===== config.mk =====
export PLATFORM = sky130hd
export DESIGN_NAME = mgq_blend
export DESIGN_NICKNAME = d
export VERILOG_FILES = /design/src/sv/mgq_pkg.sv /design/src/sv/mgq_blend.sv
export SDC_FILE = /design/constraint.sdc
export NUM_CORES = 2
export LEC_CHECK = 0
export BUFFER_PORTS_ARGS = -buffer_cell sky130_fd_sc_hd__buf_4
export CAP_MARGIN = 15
export CORE_MARGIN = 2
export CORE_UTILIZATION = 62
export CTS_BUF_LIST = sky130_fd_sc_hd__clkbuf_16
export CTS_CLUSTER_SIZE = 16
export DETAILED_ROUTE_END_ITERATION = 7
export GPL_ROUTABILITY_DRIVEN = 0
export PLACE_DENSITY = 0.86
export SLEW_MARGIN = 25
export SYNTH_ARGS = -nofsm -noshare
export SYNTH_HDL_FRONTEND = slang
export SYNTH_SLANG_ARGS = --single-unit
export TNS_END_PERCENT = 10

===== constraint.sdc =====
create_clock -name clk -period 8.12 [get_ports clk]
set_input_delay 2.03 -clock clk [delete_from_list [all_inputs] [get_ports clk]]
set_output_delay 2.03 -clock clk [all_outputs]
set_load 0.01 [all_outputs]

===== src/sv/mgq_pkg.sv =====
// Shared constants, command and register codes, and pipeline payload types
// for the musical grid quantizer. No dependencies.
`default_nettype none

package mgq_pkg;

    // Position format
    localparam int POS_FRAC_BITS = 16;
    localparam int POS_WIDTH     = 48;

    // Field widths
    localparam int CNT_W      = 7;    // numerator, denominator, split count
    localparam int STR_W      = 17;   // strength, 1.0 = 1 << STR_FRAC
    localparam int STR_FRAC   = 16;
    localparam int CFG_W      = POS_WIDTH;
    localparam int CFG_IDX_W  = 2;

    // Four quarter notes in position format
    localparam int Q_W        = POS_FRAC_BITS + 3;
    // Step dividend: four quarters times the numerator
    localparam int X_W        = Q_W + CNT_W;
    // Divisor and remainder width, large enough for any grid step
    localparam int DIV_W      = X_W;
    // Magnitude of position minus origin
    localparam int MAG_W      = POS_WIDTH;
    localparam int DVND_W     = (MAG_W > X_W) ? MAG_W : X_W;
    localparam int DEN_PROD_W = 2 * CNT_W;

    // Blend arithmetic
    localparam int DELTA_W    = DIV_W + 1;
    localparam int PROD_W     = DELTA_W + STR_W + 1;
    localparam int BLEND_W    = PROD_W - STR_FRAC;
    localparam int SUM_W      = POS_WIDTH + 1;

    localparam logic [Q_W-1:0]       QUARTER4 = Q_W'(4) << POS_FRAC_BITS;
    localparam logic [STR_W-1:0]     STR_ONE  = STR_W'(1) << STR_FRAC;
    localparam logic [POS_WIDTH-1:0] POS_MAX  = {1'b0, {(POS_WIDTH-1){1'b1}}};
    localparam logic [POS_WIDTH-1:0] POS_MIN  = {1'b1, {(POS_WIDTH-1){1'b0}}};

    // Grid kind of an item
    typedef enum logic [1:0] {
        CMD_BEAT  = 2'd0,
        CMD_BAR   = 2'd1,
        CMD_SPLIT = 2'd2
    } cmd_t;

    // Configuration register indexes
    typedef enum logic [CFG_IDX_W-1:0] {
        REG_NUM    = 2'd0,
        REG_DEN    = 2'd1,
        REG_ORIGIN = 2'd2
    } reg_idx_t;

    // Per-item data riding along the divider cells
    typedef struct packed {
        logic signed [POS_WIDTH-1:0] pos;
        logic [STR_W-1:0]            strength;
        logic                        neg;
        logic                        bypass;
    } mgq_item_t;

    // State held by one divider cell
    typedef struct packed {
        logic [DIV_W-1:0]  rem;
        logic [DIV_W-1:0]  dvsr;
        logic [DVND_W-1:0] dvnd;
        logic [DIV_W-1:0]  quo;
        logic [MAG_W-1:0]  mag;
        mgq_item_t         item;
    } mgq_div_t;

endpackage

`default_nettype wire


===== src/sv/mgq_blend.sv =====
// Rounding to the nearest grid point, strength blend and saturation,
// three stages ending in the output register. Depends on mgq_pkg.
`default_nettype none

module mgq_blend (
    input  logic                                 clk,
    input  logic                                 rst_n,
    input  logic                                 up_valid,
    input  mgq_pkg::mgq_div_t                    up_data,
    output logic                                 up_take,
    output logic                                 out_valid,
    input  logic                                 out_stall,
    output logic signed [mgq_pkg::POS_WIDTH-1:0] snapped_position
);
    import mgq_pkg::*;

    // Stage A: signed offset to nearest grid point
    logic                        a_valid_reg;
    logic signed [DELTA_W-1:0]   a_delta_reg;
    logic signed [POS_WIDTH-1:0] a_pos_reg;
    logic [STR_W-1:0]            a_str_reg;
    logic                        a_bypass_reg;
    // Stage B: offset times strength
    logic                        b_valid_reg;
    logic signed [PROD_W-1:0]    b_prod_reg;
    logic signed [POS_WIDTH-1:0] b_pos_reg;
    logic                        b_bypass_reg;
    // Output stage
    logic                        o_valid_reg;
    logic [POS_WIDTH-1:0]        o_pos_reg;

    logic                        a_take;
    logic                        b_take;
    logic                        o_take;

    logic [DIV_W-1:0]            rest;
    logic                        round_up;
    logic signed [DELTA_W-1:0]   drel;
    logic signed [DELTA_W-1:0]   a_delta_next;
    logic                        a_bypass_next;
    logic signed [PROD_W-1:0]    b_prod_next;
    logic signed [BLEND_W-1:0]   blend;
    logic signed [SUM_W-1:0]     sum;
    logic [POS_WIDTH-1:0]        o_pos_next;

    // Ready ripple from the output back
    assign o_take  = !o_valid_reg || !out_stall;
    assign b_take  = !b_valid_reg || o_take;
    assign a_take  = !a_valid_reg || b_take;
    assign up_take = a_take;

    // Nearest multiple, ties away from the origin
    always_comb
    begin
        rest          = up_data.dvsr - up_data.rem;
        round_up      = (up_data.rem >= rest);
        drel          = round_up ? $signed({1'b0, rest}) : -$signed({1'b0, up_data.rem});
        a_delta_next  = up_data.item.neg ? -drel : drel;
        a_bypass_next = up_data.item.bypass || (up_data.dvsr == '0);
    end

    // Blend product
    assign b_prod_next = a_delta_reg * $signed({1'b0, a_str_reg});

    // Arithmetic shift, add and saturate; bypass items keep their position
    always_comb
    begin
        blend = BLEND_W'(b_prod_reg >>> STR_FRAC);
        sum   = SUM_W'(b_pos_reg) + SUM_W'(blend);
        if (b_bypass_reg)
        begin
            o_pos_next = b_pos_reg;
        end
        else if (sum[SUM_W-1] != sum[SUM_W-2])
        begin
            o_pos_next = sum[SUM_W-1] ? POS_MIN : POS_MAX;
        end
        else
        begin
            o_pos_next = sum[POS_WIDTH-1:0];
        end
    end

    // Valid bits
    always_ff @(posedge clk or negedge rst_n)
    begin
        if (!rst_n)
        begin
            a_valid_reg <= 1'b0;
            b_valid_reg <= 1'b0;
            o_valid_reg <= 1'b0;
        end
        else
        begin
            if (a_take)
            begin
                a_valid_reg <= up_valid;
            end
            if (b_take)
            begin
                b_valid_reg <= a_valid_reg;
            end
            if (o_take)
            begin
                o_valid_reg <= b_valid_reg;
            end
        end
    end

    // Payload registers
    always_ff @(posedge clk)
    begin
        if (a_take && up_valid)
        begin
            a_delta_reg  <= a_delta_next;
            a_pos_reg    <= up_data.item.pos;
            a_str_reg    <= up_data.item.strength;
            a_bypass_reg <= a_bypass_next;
        end
        if (b_take && a_valid_reg)
        begin
            b_prod_reg   <= b_prod_next;
            b_pos_reg    <= a_pos_reg;
            b_bypass_reg <= a_bypass_reg;
        end
        if (o_take && b_valid_reg)
        begin
            o_pos_reg <= o_pos_next;
        end
    end

    assign out_valid        = o_valid_reg;
    assign snapped_position = $signed(o_pos_reg);

endmodule

`default_nettype wire


**Word level (Yosys, flattened, before mapping)**

Cells that the tools add are included.
Widths: inputs -> output; s select.

- Muxes and demuxes: 5
- Add/sub/neg operators: 4
- Order comparisons: 1
- Bitwise gates (word level): 0
- Reduce and logical (&&, ||, !) cells: 12
- $mul: 1
- Shifts and indexed selects: 0
- Div/mod/pow operators: 0
- Eq/ne operators: 1

Operators with widths:

| operator | count |
|---|---|
| $mux 48 | 3 |
| $mux 27 | 2 |
| $add 48x29->49 | 1 |
| $mul 27x18->45 | 1 |
| $neg 26->27 | 1 |
| $neg 27->27 | 1 |
| $ge 26x26->1 | 1 |
| $logic_not 26->1 | 1 |
| $sub 26x26->26 | 1 |
| $logic_not 1->1 | 4 |
| $logic_or 1x1->1 | 4 |
| $logic_and 1x1->1 | 3 |
| $ne 1x1->1 | 1 |

- Bits in writable memories: 0
- Logic and storage cells: 35
- Input bits: 245
- Bits in latches: 0
- Output and inout bits: 50
- Memories kept: 0
- Bits in read-only memories: 0
- Flip-flop bits (word level): 238

**Depth between registers and ports, before layout**

- Depth in word-level cells: 5
- Depth in mapped cells: 30

**Least setup slack after synthesis**

No wires, ideal clock.

- Path kind: input -> register
- Start point: input port up_data[216] (netlist name)
- End point: register a_delta_reg[22] (data pin)
- Cell stages on the path: 26
- Path slack: 0.755 ns
- Arrival time: 7.103 ns
- Buffers on the path: 3
- Cell sequence: inv_1 ha_1 nor2b_4 o31a_1 o41a_4 a21o_1 a211o_1 a31oi_1 xor2_1 xnor2_1 ha_1 nand4_1 nor4_1 a21o_2 buf_6 clkbuf_1 clkbuf_1 nand2_1 a21boi_0 inv_1 ha_1 and2_1 and3_1 nand3_2 o31ai_2 xnor2_1

- Longest elaborated chain between the ends: 5

Ends and longest elaborated chain:

| item | RTL line | source |
|---|---|---|
| start, declared | mgq_blend.sv:9 | `input mgq_pkg::mgq_div_t up_data,` |
| $sub 26x26->26 | mgq_blend.sv:55 | `rest = up_data.dvsr - up_data.rem;` |
| $ge 26x26->1 | mgq_blend.sv:56 | `round_up = (up_data.rem >= rest);` |
| $mux 27 (*) | mgq_blend.sv:57 | `drel = round_up ? $signed({1'b0, rest}) : -$signed({1'b0, up_data.rem});` |
| $neg 27->27 | mgq_blend.sv:58 | `a_delta_next = up_data.item.neg ? -drel : drel;` |
| $mux 27 (*) | mgq_blend.sv:58 |  |
| net a_delta_next[22] | mgq_blend.sv:39 | `logic signed [DELTA_W-1:0] a_delta_next;` |
| end signal, assigned | mgq_blend.sv:115 | `a_delta_reg <= a_delta_next;` |
| end, declared | mgq_blend.sv:19 | `logic signed [DELTA_W-1:0] a_delta_reg;` |

The timed path passes the listed nets; every way through them passes the cells marked *.
A chain may end at the register's enable or synchronous reset.

**Worst setup path after layout**

- Start point: register a_delta_reg[7]
- End point: register b_prod_reg[44] (data pin)

- Longest elaborated chain between the ends: 1

Ends and longest elaborated chain:

| item | RTL line | source |
|---|---|---|
| $mul 27x18->45 | mgq_blend.sv:63 | `assign b_prod_next = a_delta_reg * $signed({1'b0, a_str_reg});` |
| net b_prod_next[44] | mgq_blend.sv:41 | `logic signed [PROD_W-1:0] b_prod_next;` |
| end signal, assigned | mgq_blend.sv:122 | `b_prod_reg <= b_prod_next;` |
| end, declared | mgq_blend.sv:25 | `logic signed [PROD_W-1:0] b_prod_reg;` |

The timed path passes the listed nets, and every way through them passes these cells.

==> summary.md <==
| Metric | Value |
|---|---|
| Status | `finished clean` |
| Hold Buf Count CTS | `0` |
| Cell breakdown of the critical path | `and2_1 > fa_1 > inv_1 > fa_1 > fa_1 > inv_1 > ha_1 > fa_1 > fa_1 > ha_1 > nand2_1 > o21ai_0 > a21oi_1 > a2111oi_0 > buf_4 > o311ai_0 > buf_4 > nor2_1 > o21ai_0 > o31a_1 > a21oi_1 > a21oi_1 > xnor2_1` |
| Relative slew slack | `0.298` |
| Slew @ Worst Pin | `1.05 ns` |
| Largest net degree at the start of global routing | `roughly 80` |
| Synth top area cells | `fa_1 (30%), edfxtp_1 (22%), ha_1 (8.7%), inv_1 (7.7%), and2_1 (5.5%)` |
| Area of the multi-input gates | `about 20000 sq um` |
| Mapped cell area | `29800 sq um` |
| Clock input transition at the sequential cells of the worst setup and hold paths | `~0.070 ns` |
| Syn nets | `4016` |
| CP endpoint kind | `flip-flop` |
| Tcrit/Tclk final | `0.954` |
| Fin. max-slew vios | `0` |
| Setup TNS | `0 ns` |
| Final Routed Wirelength | `70.0 mm` |
| Die ar. | `49800 sq um` |
| Crit-path max FO | `17` |
| Initial DRC count | `2061` |
| Dpl hpwl | `approximately 56 mm` |
| Global Route Usage Sum | `0.288` |
| Post-synthesis simple-gate area fraction | `0.156` |
| N_diodes | `0` |
| Routed wire per std cell | `18.1 microns` |
| Layout cells sized above 1 | `0.0877` |
| Max Clk Rate | `roughly 0.13 GHz` |
| Max H-tree Level | `1` |
| GR Overflow Total | `0` |
| Dominant synthesized flop cell | `edfxtp_1` |
| Tmin final | `7.75 ns` |
| Max stage delay on crit path | `0.70 ns` |
| Cts repair resizes | `0` |
| Total CTS buffers | `23` |
| DR vias/cell | `5.86` |
| Filler cell count | `3289` |
| Crit Path Category | `flip-flop to flip-flop` |
| Core Area | `47500 sq um` |
| Yosys top cell by area | `fa_1` |
| ANT nets after route | `0` |
| Largest family of logic cells by synthesized area | `adder cells` |
| IO buf count | `172` |
| RSZ-0062 raised after global routing | `false` |
| Ys async rst share | `0.0135` |
| Yosys Warn Count | `0` |
| Root buf cell | `clkbuf_16` |
| CTS Buffer Depth | `3` |
| Synth Area in Compound Gates | `0.0956` |
| Postcts setup bufs | `0` |
| Starting density of the core | `0.626` |
| FP Rows | `80` |
| #FFs+latches synth | `222` |
| Residual DRC | `0` |
| Most frequent cells after synthesis | `inv_1 (612), fa_1 (446), nand2_1 (345)` |
| TritonRoute pass-1 iters | `6` |
| Post-synthesis mux area share | `0.00601` |
| Syn Area/Cell | `between 9 and 10 sq um` |
| Via count | `22600` |
| Register area | `6650 sq um` |
| Die height | `223 microns` |
| Number of synthesized flops with an enable pin | `219` |
| Clk_skew | `0.0240 ns` |
| Clk_lat worst skew | `between 0.5 and 0.6 ns` |
| CTS tree | `built` |
| Fin util | `0.682` |
| Netlist cell types | `87` |
| Antenna violations before repair | `0` |
| Synth top area share | `0.300` |
| Seq/Total Area, Yosys | `0.223` |
| Crit path DAT | `8.05 ns` |
| Final Hold Vio Count | `0` |
| Most common cell on crit path | `fa_1` |
| Area delta synth->final | `8.95%` |
| Clk sinks | `222` |
| Adder-Cell Fraction of Synth Area | `0.387` |
| Setup crit start kind | `flip-flop` |
| Max_cap viols | `0` |
| Critical path's slowest cell | `edfxtp_1` |
| Die width | `223 microns` |
| Setup violators final | `0` |
| Ports | `295` |
| Req. time, crit path | `roughly 8.4 ns` |
| Worst hold path type | `flip-flop to flip-flop` |
| Final Net Count | `a little over 4000` |
| Mapped Cells | `3119` |
| XOR/XNOR Fraction of Synth Area | `0.0391` |
| Most common cell in the netlist | `inv_1` |
| Vias in the first global route | `roughly 24000` |
| First-pass GRT wire length | `116 mm` |
cells in the final DEF (no fill, tap or decap), types with 11 or more instances in the layout:
| master | instances |
|---|---|
| nor3_1 | 32 |
| a21o_1 | 47 |
| and2_1 | 261 |
| nor4_1 | 14 |
| nand2_1 | 345 |
| o21a_1 | 21 |
| a31oi_1 | 11 |
| fa_1 | 446 |
| nand4_1 | 18 |
| edfxtp_1 | 219 |
| nand2b_1 | 28 |
| nor2b_1 | 14 |
| nand3_1 | 40 |
| inv_1 | 612 |
| nor2_1 | 122 |
| clkbuf_16 | 23 |
| buf_4 | 205 |
| ha_1 | 206 |
| a21oi_1 | 131 |
| xnor2_1 | 104 |
| o21ai_0 | 112 |
| and3_1 | 13 |
| xor2_1 | 27 |
critical path, delay by kind of cell, from the launching register on:
kind	cells	cell delay, ns
AND/OR/NAND/NOR	3	0.53
adder cells (fa/ha/maj)	7	3.13
buffers and inverters	4	0.51
XOR/XNOR	1	0.14
AO/OA/AOI/OAI	8	2.48
flip-flops	1	0.70
routing by layer:
| layer | part of all wire | vias up | GRT usage | routed length (microns) |
|---|---|---|---|---|
| met4 | 0.035 | 0 | 0.107 | 2420 |
| li1 | - | 10200 | - | - |
| met5 | 0 | - | 0 | 0 |
| met3 | 0.096 | 215 | 0.0464 | 6720 |
| met1 | 0.38 | 11000 | 0.359 | 26600 |
| met2 | 0.49 | 1272 | 0.505 | 34300 |
per-stage QoR:
step	instance area (sq um)	instances	setup WS [ns]	hold slack (ns)
global placement	31600	3825	0.383	0.404
detailed placement	31600	3825	0.0738	0.405
finish	32400	3866	0.373	0.415
CTS	32400	3865	0.418	0.417
global route	32400	3866	0.0532	0.421
floorplan	29800	3119	0.755	0.400
layout make-up:
| class | count | share of cell area |
|---|---|---|
| multi-input combinational | 2171 | 0.628 |
| sequential | 222 | 0.205 |
| inverter | 612 | 0.0708 |
| timing repair buffer | 206 | 0.0483 |
| tap | 615 | 0.0237 |
| clock buffer | 23 | 0.0177 |
| clock inverter | 17 | 0.00644 |
cells by family after synthesis:
group                      after synthesis
AOI/OAI and AO/OA                      443
xor gates and xnor gates               132
adders and majority gates              653
buffers and inverters                  726
DFF                                    222
muxes                                   17
and+or+nand+nor                        926
path summary, 6_finish.rpt:
path	start	to	slack, ns	cells after the start
max	a_delta_reg[7]	b_prod_reg[44]	0.37	23
min	a_pos_reg[47]	b_pos_reg[47]	0.42	0
max reg2reg	a_delta_reg[7]	b_prod_reg[44]	0.37	23
min reg2reg	a_pos_reg[47]	b_pos_reg[47]	0.42	0
max in group asynchronous	rst_n	b_valid_reg	6.77	1
min in group asynchronous	rst_n	a_valid_reg	1.25	1
Power is not shown: default switching activity piles up to over one toggle a cycle in this logic, so the estimate is an artifact.
