## config.mk

```make
export PLATFORM = sky130hd
export DESIGN_NAME = mgq_div_cell
export DESIGN_NICKNAME = d
export VERILOG_FILES = /design/src/sv/mgq_pkg.sv /design/src/sv/mgq_div_cell.sv
export SDC_FILE = /design/constraint.sdc
export NUM_CORES = 1
export LEC_CHECK = 0
export ABC_CLOCK_PERIOD_IN_PS = 6600
export BUFFER_PORTS_ARGS = -buffer_cell sky130_fd_sc_hd__buf_2
export CAP_MARGIN = 20
export CORE_AREA = 2 2 187 189
export CTS_CLUSTER_DIAMETER = 200
export CTS_CLUSTER_SIZE = 20
export DETAILED_ROUTE_END_ITERATION = 10
export DIE_AREA = 0 0 189 191
export GPL_TIMING_DRIVEN = 0
export HOLD_SLACK_MARGIN = 0.06
export SKIP_CTS_REPAIR_TIMING = 1
export SLEW_MARGIN = 20
export SYNTH_ARGS = -nofsm -noshare
export SYNTH_HDL_FRONTEND = slang
export SYNTH_SLANG_ARGS = --single-unit
```

## constraint.sdc

```tcl
create_clock -name clk -period 6.6 [get_ports clk]
set_input_delay 0.66 -clock clk [delete_from_list [all_inputs] [get_ports clk]]
set_output_delay 0.66 -clock clk [all_outputs]
set_load 0.01 [all_outputs]
```

## src/sv/mgq_pkg.sv

```systemverilog
// Shared constants, command and register codes, and pipeline payload types
// for the musical grid quantizer. No dependencies.
`default_nettype none

package mgq_pkg;

    // Position format
    localparam int POS_FRAC_BITS = 16;
    localparam int POS_WIDTH     = 48;

    // Field widths
    localparam int CNT_W      = 7;    // numerator, denominator, split count
    localparam int STR_W      = 17;   // strength, 1.0 = 1 << STR_FRAC
    localparam int STR_FRAC   = 16;
    localparam int CFG_W      = POS_WIDTH;
    localparam int CFG_IDX_W  = 2;

    // Four quarter notes in position format
    localparam int Q_W        = POS_FRAC_BITS + 3;
    // Step dividend: four quarters times the numerator
    localparam int X_W        = Q_W + CNT_W;
    // Divisor and remainder width, large enough for any grid step
    localparam int DIV_W      = X_W;
    // Magnitude of position minus origin
    localparam int MAG_W      = POS_WIDTH;
    localparam int DVND_W     = (MAG_W > X_W) ? MAG_W : X_W;
    localparam int DEN_PROD_W = 2 * CNT_W;

    // Blend arithmetic
    localparam int DELTA_W    = DIV_W + 1;
    localparam int PROD_W     = DELTA_W + STR_W + 1;
    localparam int BLEND_W    = PROD_W - STR_FRAC;
    localparam int SUM_W      = POS_WIDTH + 1;

    localparam logic [Q_W-1:0]       QUARTER4 = Q_W'(4) << POS_FRAC_BITS;
    localparam logic [STR_W-1:0]     STR_ONE  = STR_W'(1) << STR_FRAC;
    localparam logic [POS_WIDTH-1:0] POS_MAX  = {1'b0, {(POS_WIDTH-1){1'b1}}};
    localparam logic [POS_WIDTH-1:0] POS_MIN  = {1'b1, {(POS_WIDTH-1){1'b0}}};

    // Grid kind of an item
    typedef enum logic [1:0] {
        CMD_BEAT  = 2'd0,
        CMD_BAR   = 2'd1,
        CMD_SPLIT = 2'd2
    } cmd_t;

    // Configuration register indexes
    typedef enum logic [CFG_IDX_W-1:0] {
        REG_NUM    = 2'd0,
        REG_DEN    = 2'd1,
        REG_ORIGIN = 2'd2
    } reg_idx_t;

    // Per-item data riding along the divider cells
    typedef struct packed {
        logic signed [POS_WIDTH-1:0] pos;
        logic [STR_W-1:0]            strength;
        logic                        neg;
        logic                        bypass;
    } mgq_item_t;

    // State held by one divider cell
    typedef struct packed {
        logic [DIV_W-1:0]  rem;
        logic [DIV_W-1:0]  dvsr;
        logic [DVND_W-1:0] dvnd;
        logic [DIV_W-1:0]  quo;
        logic [MAG_W-1:0]  mag;
        mgq_item_t         item;
    } mgq_div_t;

endpackage

`default_nettype wire

```

## src/sv/mgq_div_cell.sv

```systemverilog
// One restoring-division cell: retires one dividend bit per transfer.
// Depends on mgq_pkg.
`default_nettype none

module mgq_div_cell (
    input  logic             clk,
    input  logic             rst_n,
    input  logic             up_valid,
    input  mgq_pkg::mgq_div_t up_data,
    output logic             up_take,
    output logic             valid,
    output mgq_pkg::mgq_div_t data,
    input  logic             down_take
);
    import mgq_pkg::*;

    logic              valid_reg;
    mgq_div_t          data_reg;
    mgq_div_t          data_next;
    logic [DIV_W:0]    trial;
    logic [DIV_W:0]    diff;
    logic              fits;

    // Shift in next dividend bit, subtract divisor when it fits
    always_comb
    begin
        trial     = {up_data.rem, up_data.dvnd[DVND_W-1]};
        diff      = trial - {1'b0, up_data.dvsr};
        fits      = (trial >= {1'b0, up_data.dvsr});
        data_next = up_data;
        data_next.rem  = fits ? diff[DIV_W-1:0] : trial[DIV_W-1:0];
        data_next.dvnd = up_data.dvnd << 1;
        data_next.quo  = {up_data.quo[DIV_W-2:0], fits};
    end

    // Loads when empty or when the neighbor takes the held item
    assign up_take = !valid_reg || down_take;

    always_ff @(posedge clk or negedge rst_n)
    begin
        if (!rst_n)
        begin
            valid_reg <= 1'b0;
        end
        else if (up_take)
        begin
            valid_reg <= up_valid;
        end
    end

    always_ff @(posedge clk)
    begin
        if (up_take && up_valid)
        begin
            data_reg <= data_next;
        end
    end

    assign valid = valid_reg;
    assign data  = data_reg;

endmodule

`default_nettype wire

```

# ---- Word-level counts from Yosys, hierarchy flattened
# Index checks and enable logic that the tools add are counted.
dict set report op_classes {
  add_sub_neg 1
  magnitude_cmp 1
  n_mux 1
  reduce_logical 3
}
# operator n
set op_table {}
lappend op_table {{27-bit by 26-bit greater-or-equal comparator with 1-bit output} 1}
lappend op_table {{26-bit two-way mux} 1}
lappend op_table {{26-bit subtractor} 1}
lappend op_table {{1-bit logical AND} 1}
lappend op_table {{1-bit zero test} 1}
lappend op_table {{1-bit logical OR} 1}
dict set report totals {
  ff_bits 241
  output_inout_bits 243
}

# ---- Depth between registers and ports, before layout
# Gate-level depths: netlist of the first run.
dict set report logic_depth {
  word_depth 3
  mapped_depth 11
}

# ---- Worst setup path before layout of the first run
# Ideal clock, no wire load.
dict set report synth_path {
  path_type {input -> register}
  start {input down_take}
  end {register data_reg, in the netlist data[0] (enable)}
  t_arrival_ns 6.339
  slack_ns -0.371
  stages 2
  path_buffers 0
  cell_sequence {nand2b_1 and2_1}
}
dict set report synth_via {
  elab_chain_cells 2
}
# item line
set synth_rtl {}
lappend synth_rtl {{start, declared} mgq_div_cell.sv:13} ;# input logic down_take
lappend synth_rtl {{1-bit logical OR} mgq_div_cell.sv:37} ;# assign up_take = !valid_reg || down_take;
lappend synth_rtl {{1-bit logical AND} mgq_div_cell.sv:53} ;# if (up_take && up_valid)
lappend synth_rtl {{end signal, assigned} mgq_div_cell.sv:55} ;# data_reg <= data_next;
lappend synth_rtl {{end, declared} mgq_div_cell.sv:18} ;# mgq_div_t data_reg;
# No other way between the ends.
# A chain may end at the register's enable or synchronous reset.

==> summary.md, run 1 <==
| Metric | Value |
|---|---|
| CP Cell Sequence | buf_2 -> inv_1 -> ha_1 -> inv_1 -> fa_1 -> a21oi_1 -> o2bb2ai_1 -> o31a_1 -> a21o_1 -> a31oi_1 -> o211ai_1 -> a311oi_2 |
| Startpoint types | input port |
| Area growth, synth to finish | 39.10% |
| Tot GR Track Use | 14.80% |
| RSZ-0062 raised after global routing | false |
| Number of global-route vias before repair | 6175 |
| Pleak | 5.463 nW |
| TNS Setup | 0 ns |
| CP max stage cell | fa_1 |
| Final core utilization | between 30 and 40% |
| Grt ovf | 0 |
| Achievable Freq | 0.3207 GHz |
| CTS sink cnt | between 200 and 250 |
| Actual slew at the worst max-slew pin | 0.7031 ns |
| Max Transition Viols Final | 0 |
| Dominant cell type by area after synthesis | edfxtp_1 |
| HP Class | in -> reg |
| Die width | roughly 190 µm |
| Asr flop ratio synth | 0.4149% |
| Nets@finish | 1269 |
| Period utilization | 47.25% |
| Rows | between 60 and 70 |
| Synth top area share | 78.70% |
| CTS tree | built |
| CTS buffer count | 16 |
| Clock Latency Late Sink | 0.49 ns |
| Htree depth | 1 |
| DRT Pass-1 Iters | 4 |
| CTS Buffer Depth | 3 |
| Die Ht | 191 µm |
| CP endpoint kind | register |
| Worst vdd ir | 0.0001947 V |
| Synth Net Count | about 760 |
| Mapped cell area | 0.009158 mm² |
| Dpl hpwl | 23.59 mm |
| Register area share after synthesis | approximately four fifths |
| Global-route wire length before repair | 39.14 mm |
| Number of synthesized flops with an enable pin | 240 |
| Relative slew margins | a little over half |
| Clk root buf | clkbuf_16 |
| #FFs+latches synth | 241 |
| Fill cells | between 3k and 4k |
| RD Place Congestion | 0.8776 |
| DRT iter0 DRCs | roughly 420 |
| Total power | 0.003297 W |
| Detail Route Antenna Nets | 0 |
| # IOs | about 500 |
| Share of post-route cells with drive strength above 1 | 54.59% |
| Storage element area | 0.007232 mm² |
| Largest net degree at the start of global routing | 60 |
| Worst Path Arrival | 3.43 ns |
| Post-synth cell types | 64 |
| Kind of critical path | in -> reg |
| Die Area | roughly 0.036 mm² |
| Status | complete, no violations |
| Max-cap violations | 0 |
| Clk slew on worst S/H paths | 0.10 ns |
| Pwr/cell area | 258.8 mW/mm² |
| Vias/cell | about 4.2 |
| CP peak stage delay | 0.41 ns |
| CP max FO | 5 |
| Setup-failing EPs final | 0 |
| Critical Path Most Common Cell | inv_1 |
| DRC | 0 |
| Syn Inst Count | 489 |
| Synth warn | 0 |
| Largest register FFs | 240 |
| Syn Area/Cell | 18.73 µm² |
| Clock Skew | 0.01706 ns |
| Antenna violations before repair | 6 |
| Routed wire per std cell | 19.53 µm |
| Final hold vios | 0 |
| Initial Util | between 20 and 30% |
| Number of port buffers | 485 |
| Ranking of synthesized cells by area | edfxtp_1, ha_1, mux2_4 |
| Ys flop type | edfxtp_1 |
| Routed WL | 28.56 mm |
| Critical Path RT | 6.91 ns |
| Core Area | 0.03412 mm² |
| Area occupied by multi-input gates | 0.001729 mm² |
| Routed via count | 6178 |
| Post-layout min period | 3.118 ns |
cell families (layout without fill, tap and decap cells):
logic type | after synthesis | after routing | share of synthesized area, %
DFF | 241 | 241 | 78.97
other | 1 | 6 | 0.04095
xor gates and xnor gates | 21 | 21 | 2.008
muxes | 23 | 23 | 3.511
buffers and inverters | 42 | 555 | 2.173
adders and majority gates | 27 | 27 | 3.771
AOI/OAI and AO/OA | 75 | 75 | 6.381
and+or+nand+nor | 59 | 59 | 3.143
per-stage QoR:
| step | hold slack, ns | setup WS, ns | instances | cell area [µm²] |
|---|---|---|---|---|
| after floorplan | 0.3644 | 2.340 | 489 | 9159 |
| after global placement | 0.4361 | 1.151 | 1429 | 12160 |
| after detailed placement | 0.4362 | 2.972 | 1433 | 12250 |
| after CTS | -0.1172 | 3.506 | 1456 | 12720 |
| after global routing | 0.2952 | 3.367 | 1461 | 12740 |
| final | 0.3323 | 3.482 | 1462 | 12740 |
synthesized netlist by cell type (7+ instances only):
cell type    n
a21oi_1     15
ha_1        26
mux2_4      17
nor3_1       7
nor2_1      15
xor2_1      10
nand2_1     16
inv_1       35
o21ai_0      8
edfxtp_1   240
xnor2_1     11
routing by layer:
metal  GRT usage [%]  vias up  wire length [µm]
met2           26.67      264             14950
met5               0        -                13
li1                -     2890                 -
met4           4.026        2               486
met1           17.02     2985             10580
met3           4.443       37              2526
area by class of cell:
class,count,area share [%]
Sequential cell,241,56.77
Timing Repair Buffer,490,19.88
Multi-Input combinational cell,206,13.57
Tap cell,455,4.469
Clock buffer,22,3.487
Inverter,36,1.080
Buffer,6,0.4813
Clock inverter,1,0.1572
Antenna cell,5,0.09822
worst max-delay path: cells and delay by family:
kind                       cells  cell delay, ns
buffers and inverters          3            0.22
adders and majority gates      2            0.58
AOI/OAI and AO/OA              7            1.96
worst paths after layout:
kind                       depth (start not counted)    startpoint         to  slack (ns)
setup / recovery                                  12  up_data[188]  data[239]        3.48
hold / removal                                     1  up_data[172]  data[173]        0.33
setup reg to reg                                   4         valid   data[60]        4.40
hold reg to reg                                    2         valid      valid        0.57
max in group asynchronous                          2         rst_n      valid        6.05
min in group asynchronous                          2         rst_n      valid        0.46
layout by cell type (no fill, tap or decap), types with 3 or more instances in the layout:
cell type    n
o21a_1       6
a211oi_1     4
a211o_1      3
buf_2      487
nand2_1     16
mux2_4      17
inv_1       35
clkbuf_1     6
clkbuf_16   17
mux2_2       5
ha_1        26
a21oi_1     15
xnor2_1     11
nor3_1       7
nand3_1      5
nor2_1      15
o21ai_0      8
diode_2      5
o31ai_1      3
nand2b_1     3
xor2_1      10
buf_12       4
edfxtp_1   240
a21o_1       6
where the power goes:
group	total, W	internal [W]	switching [W]
clock network	0.000988	0.000479	0.000509
logic	0.000487	0.000222	0.000265
registers	0.00182	0.00180	0.0000215
(Power assumes the default switching activity.)
==> run 2, diff against run 1 <==
ABC_CLOCK_PERIOD_IN_PS = 3100   (was 6600)
clock period = 3.1 ns   (was 6.6 ns; I/O delays follow)
==> summary.md, run 2 (same netlist as run 1, synthesis figures left out) <==
| Metric | Value |
|---|---|
| GR met1 Demand/Resource | 17.89% (+0.87 points) |
| Number of port buffers | 485 (unchanged) |
| Largest register FFs | 240 (unchanged) |
| Number of global-route vias before repair | 6127 (-0.78%) |
| Clock Latency Late Sink | 0.49 ns (about the same) |
| Hold_ws | 0.1243 ns (-0.2080 ns) |
| Routed WL | 32.19 mm (+13%) |
| Most frequent cells in the layout | buf_2, edfxtp_1, dlygate4sd3_1, inv_1, ha_1 |
| CTS buffer count | 16 (unchanged) |
| Met3 Use GR | 4.424% (-0.018 points) |
| Antenna violations before repair | 8 (+2) |
| Status | complete, no violations |
| # IOs | 488 (unchanged) |
| RSZ-0062 raised after global routing | false |
| DRC | 0 (unchanged) |
| Global-route wire length before repair | 39.99 mm (+2.2%) |
| Startpoint types | input port |
| Grt ovf | 0 (unchanged) |
| Critical Path RT | 3.35 ns (-3.56 ns) |
| Largest net degree at the start of global routing | 55 (-8.3%) |
| Met2 Usage GRT | 26.63% (-0.042 points) |
| Fill cells | 3161 (-4.6%) |
| Clk root buf | clkbuf_16 |
| Sw frac | 24.42% (+0.28 points) |
| Die Ht | 191 µm (unchanged) |
| Final hold vios | 0 (unchanged) |
| Rows | 68 (unchanged) |
| Global route hottest layer | met2 |
| Pint | 0.005499 W (+120%) |
| DRT Pass-1 Iters | 4 (unchanged) |
| Pleak | 6.359 nW (+16%) |
| CTS tree | built |
| Worst vdd ir | 0.0005076 V (+160%) |
| Clk slew on worst S/H paths | 0.09 ns (about the same) |
| Area growth, synth to finish | 62.59% |
| Max Transition Viols Final | 0 (unchanged) |
| Relative slew margins | 48.10% (-5.0 points) |
| Worst Path Arrival | 3.22 ns (-0.21 ns) |
| RD Place Congestion | 0.9026 (+2.8%) |
| Die Area | 0.03610 mm² (unchanged) |
| Clock Skew | 0.01694 ns (-0.0001157 ns) |
| Tot GR Track Use | 15.11% (+0.31 points) |
| Detail Route Antenna Nets | 0 (unchanged) |
| Commonest non-fill, non-tap cell in the layout | buf_2 |
| Setup-failing EPs final | 0 (unchanged) |
| Routed wire per std cell | 19.19 µm (-1.7%) |
| Dpl hpwl | 23.91 mm (+1.4%) |
| Clk pwr share | 29.0% (-1.0 points) |
| Total power | 0.007276 W (+120%) |
| Vias/cell | 4.269 (+1.0%) |
| Period utilization | a little over nine tenths |
| Core Area | 0.03412 mm² (unchanged) |
| Kind of critical path | in -> reg |
| CP endpoint kind | register |
| Switching Power | 0.001777 W (+120%) |
| DRT iter0 DRCs | 397 (-5.3%) |
| TNS Setup | 0 ns (unchanged) |
| HP Class | in -> reg |
| Achievable Freq | between 0.3 and 0.4 GHz |
| Post-layout min period | ~3 ns |
| Routed via count | 7159 (+16%) |
| CTS Buffer Depth | 3 (unchanged) |
| Comb power frac | 17.6% (+2.8 points) |
| CP max FO | 10 (+5) |
| CTS sink cnt | 241 (unchanged) |
| Flop pwr share | 53.4% (-1.9 points) |
| Actual slew at the worst max-slew pin | 0.7784 ns (+0.07534 ns) |
| Max-cap violations | 0 (unchanged) |
| Nets@finish | 1483 (+17%) |
| Die width | 189 µm (unchanged) |
| Initial Util | 26.84% (unchanged) |
| Share of post-route cells with drive strength above 1 | 45.02% (-9.6 points) |
| Pwr/cell area | 488.7 mW/mm² (+89%) |
| Htree depth | 1 (unchanged) |
==> run 2: cell types whose count changed in the layout (fill, tap and decap cells not counted) <==
| cell | previous run | this run |
|---|---|---|
| buf_12 | 4 | 3 |
| buf_16 | 2 | 3 |
| clkbuf_1 | 6 | 5 |
| dlygate4sd3_1 | 1 | 215 |
| diode_2 | 5 | 7 |
==> run 2: path summary, 6_finish.rpt <==
kind	slack, ns	startpoint	endpoint	cells past startpoint
setup / recovery	0.13	up_data[212]	data[221]	12
hold / removal	0.12	up_data[224]	data[225]	2
setup reg to reg	0.90	valid	data[164]	4
hold reg to reg	0.59	valid	valid	2
max in group asynchronous	2.85	rst_n	valid	2
min in group asynchronous	0.17	rst_n	valid	2
==> run 2: routing by layer <==
layer	part of all wire, %	vias up	wire length [µm]
met2	52	319	16840
met3	7.8	44	2521
met5	0.040	-	13
met4	2.6	2	834
li1	-	3332	-
met1	37	3462	11980
==> run 2: power by group through the flow <==
| stage | registers [W] | logic [W] | clock network (W) |
|---|---|---|---|
| 3_3_place_gp | 0.00397 | 0.00102 | 0 |
| 6_report | 0.00389 | 0.00128 | 0.00211 |
| 5_1_grt | 0.00391 | 0.00139 | 0.00227 |
| 3_5_place_dp | 0.00396 | 0.00105 | 0 |
| 2_1_floorplan | 0.00408 | 0.000440 | 0 |
| 4_1_cts | 0.00389 | 0.00106 | 0.00219 |
==> run 2: critical path, stage by stage <==
cell and delay, ns:
dlygate4sd3_1 0.53, buf_2 0.11, inv_1 0.05, ha_1 0.33
inv_1 0.10, nor4_2 0.50, a41oi_1 0.27, o21ai_0 0.28
a21oi_4 0.10, inv_4 0.16, buf_12 0.17, mux2_4 0.31
==> run 2: through the flow <==
step	worst slack [ns]	utilization, %	cells	instance area [µm²]
after floorplan	0.3730	-	489	9160
after global placement	-0.2969	35.63	1429	12160
after detailed placement	-0.1121	35.93	1433	12260
after CTS	0.4203	37.28	1455	12720
after global routing	0.003394	43.63	1676	14890
final	0.1278	43.64	1677	14890
==> run 2: cell type report <==
| class | instances | area, µm² | share of cell area (%) |
|---|---|---|---|
| clock inverter | 1 | 20.02 | 0.1345 |
| timing repair buffer | 704 | 4682 | 31.45 |
| buffer | 6 | 61.31 | 0.4118 |
| clock buffer | 21 | 440.4 | 2.958 |
| sequential | 241 | 7232 | 48.57 |
| multi-input combinational | 206 | 1729 | 11.61 |
| inverter | 36 | 137.6 | 0.9244 |
| tap | 455 | 569.3 | 3.824 |
| antenna | 7 | 17.52 | 0.1176 |
==> run 3, diff against run 2 <==
CORE_AREA = 2 2 190 192   (was 2 2 187 189)
DIE_AREA = 0 0 192 194   (was 0 0 189 191)
==> summary.md, run 3 (same netlist as run 1, synthesis figures left out) <==
| Metric | Value |
|---|---|
| TNS Setup | 0 ns (unchanged) |
| Actual slew at the worst max-slew pin | 0.5971 ns (-0.1814 ns) |
| Share of post-route cells with drive strength above 1 | 45.03% (about the same) |
| Max-cap violations | 0 (unchanged) |
| Period utilization | 94.51% (-1.4 points) |
| DRC | 0 (unchanged) |
| Startpoint types | input port |
| # IOs | 488 (unchanged) |
| Worst reg2reg path depth | 5 (+1) |
| DRT iter0 DRCs | 326 (-18%) |
| Grt ovf | 0 (unchanged) |
| Max Transition Viols Final | 0 (unchanged) |
| Pleak | 6.366 nW (+0.11%) |
| Area growth, synth to finish | 62.91% |
| Initial Util | 26.00% (-0.84 points) |
| RD Place Congestion | 0.8731 (-3.3%) |
| Htree depth | 1 (unchanged) |
| CTS buffer count | 16 (unchanged) |
| Achievable Freq | 0.3413 GHz (+1.4%) |
| Nets@finish | 1484 (+0.067%) |
| RSZ-0062 raised after global routing | false |
| Fill cells | 3282 (+3.8%) |
| Largest net degree at the start of global routing | 54 (-1.8%) |
| Worst Path Arrival | 3.17 ns (-0.05 ns) |
| Relative slew margins | 59.86% (+12 points) |
| Routed WL | 32.53 mm (+1.1%) |
| Post-layout min period | 2.930 ns (-0.04234 ns) |
| CP max FO | 7 (-3) |
| Largest register FFs | 240 (unchanged) |
| Core Area | 0.03522 mm² (+3.2%) |
| Detail Route Antenna Nets | 0 (unchanged) |
| Clock Latency Late Sink | 0.49 ns (about the same) |
| Clock Skew | 0.02006 ns (+0.003118 ns) |
| Kind of critical path | in -> reg |
| Critical Path RT | 3.34 ns (about the same) |
| Die Ht | 194 µm (+1.6%) |
| CTS tree | built |
| Die width | 192 µm (+1.6%) |
| Reg2reg end | data[63] |
| Number of global-route vias before repair | 6363 (+3.9%) |
| Most frequent cells in the layout | buf_2, edfxtp_1, dlygate4sd3_1, inv_1, ha_1 |
| Antenna violations before repair | 10 (+2) |
| Routed via count | 7242 (+1.2%) |
| Tot GR Track Use | 15.30% (+0.19 points) |
| Pwr/cell area | 487.6 mW/mm² (-0.22%) |
| Clk slew on worst S/H paths | 0.08 ns (about the same) |
| Global-route wire length before repair | 41.43 mm (+3.6%) |
| Worst vdd ir | 0.0003875 V (-24%) |
| RR Startpoint | valid |
| Status | complete, no violations |
| Flop-to-flop setup slack | 0.86 ns (-0.04 ns) |
| CTS Buffer Depth | 3 (unchanged) |
| CP endpoint kind | register |
| Rows | 69 (+1.5%) |
| Routed wire per std cell | 19.28 µm (+0.46%) |
| Hold_ws | 0.1273 ns (+0.003036 ns) |
| Die Area | 0.03725 mm² (+3.2%) |
| Final Instance Area | 0.01492 mm² (+0.19%) |
| Final core utilization | 42.35% (-1.3 points) |
| Setup-failing EPs final | 0 (unchanged) |
| Vias/cell | 4.293 (+0.56%) |
| Number of port buffers | 485 (unchanged) |
| Post-placement cell area | 0.01228 mm² (+0.16%) |
| HP Class | in -> async |
| CTS sink cnt | 241 (unchanged) |
| Clk root buf | clkbuf_16 |
| Final hold vios | 0 (unchanged) |
| Dpl hpwl | 24.90 mm (+4.1%) |
| Commonest non-fill, non-tap cell in the layout | buf_2 |
| DRT Pass-1 Iters | 4 (unchanged) |
-- run 3: metrics by stage --
step                power, W  worst slack (ns)  cells
global route        0.007612           0.02010   1684
global placement    0.004990           -0.2749   1435
detailed placement  0.005017           -0.2332   1440
floorplan           0.004515            0.3730    489
CTS                 0.007161            0.3024   1463
finish              0.007274            0.1701   1687
-- run 3: area by class of cell --
| type | count | area [µm²] | share of cell area, % |
|---|---|---|---|
| Clock buffer | 22 | 444.2 | 2.977 |
| Timing Repair Buffer | 705 | 4695 | 31.47 |
| Clock inverter | 1 | 20.02 | 0.1342 |
| Multi-Input combinational cell | 206 | 1729 | 11.59 |
| Buffer | 6 | 61.31 | 0.4110 |
| Antenna cell | 9 | 22.52 | 0.1510 |
| Tap cell | 461 | 576.8 | 3.866 |
| Sequential cell | 241 | 7232 | 48.48 |
| Inverter | 36 | 137.6 | 0.9226 |
-- run 3: where the power goes --
| group | internal (W) | total (W) | switching, W | leakage, nW |
|---|---|---|---|---|
| clock network | 0.00102 | 0.00210 | 0.00108 | 0.225 |
| registers | 0.00383 | 0.00389 | 0.0000521 | 2.30 |
| logic | 0.000652 | 0.00129 | 0.000633 | 3.84 |
-- run 3: routing by layer --
layer	global-route usage [%]	wire (µm)
met1	16.55	11550
met2	28.21	17580
met3	4.796	2822
met4	4.665	554
met5	0	21
-- run 3: worst max-delay path: stages --
cell	delay, ns
dlygate4sd3_1	0.55
buf_2	0.12
inv_1	0.04
ha_1	0.37
a211oi_1	0.26
nor2_1	0.10
or4_1	0.41
a41o_1	0.24
a31oi_1	0.38
xnor2_1	0.13
mux2_4	0.27
-- run 3: worst max path at each step --
stage / from / slack [ns] / depth (start not counted) / to
floorplan: valid / 0.37 / 2 / data[0]
global placement: down_take / -0.27 / 3 / data[67]
detailed placement: up_data[197] / -0.23 / 10 / data[236]
CTS: up_data[197] / 0.30 / 10 / data[240]
global route: up_data[207] / 0.02 / 12 / data[226]
finish: up_data[202] / 0.17 / 11 / data[235]
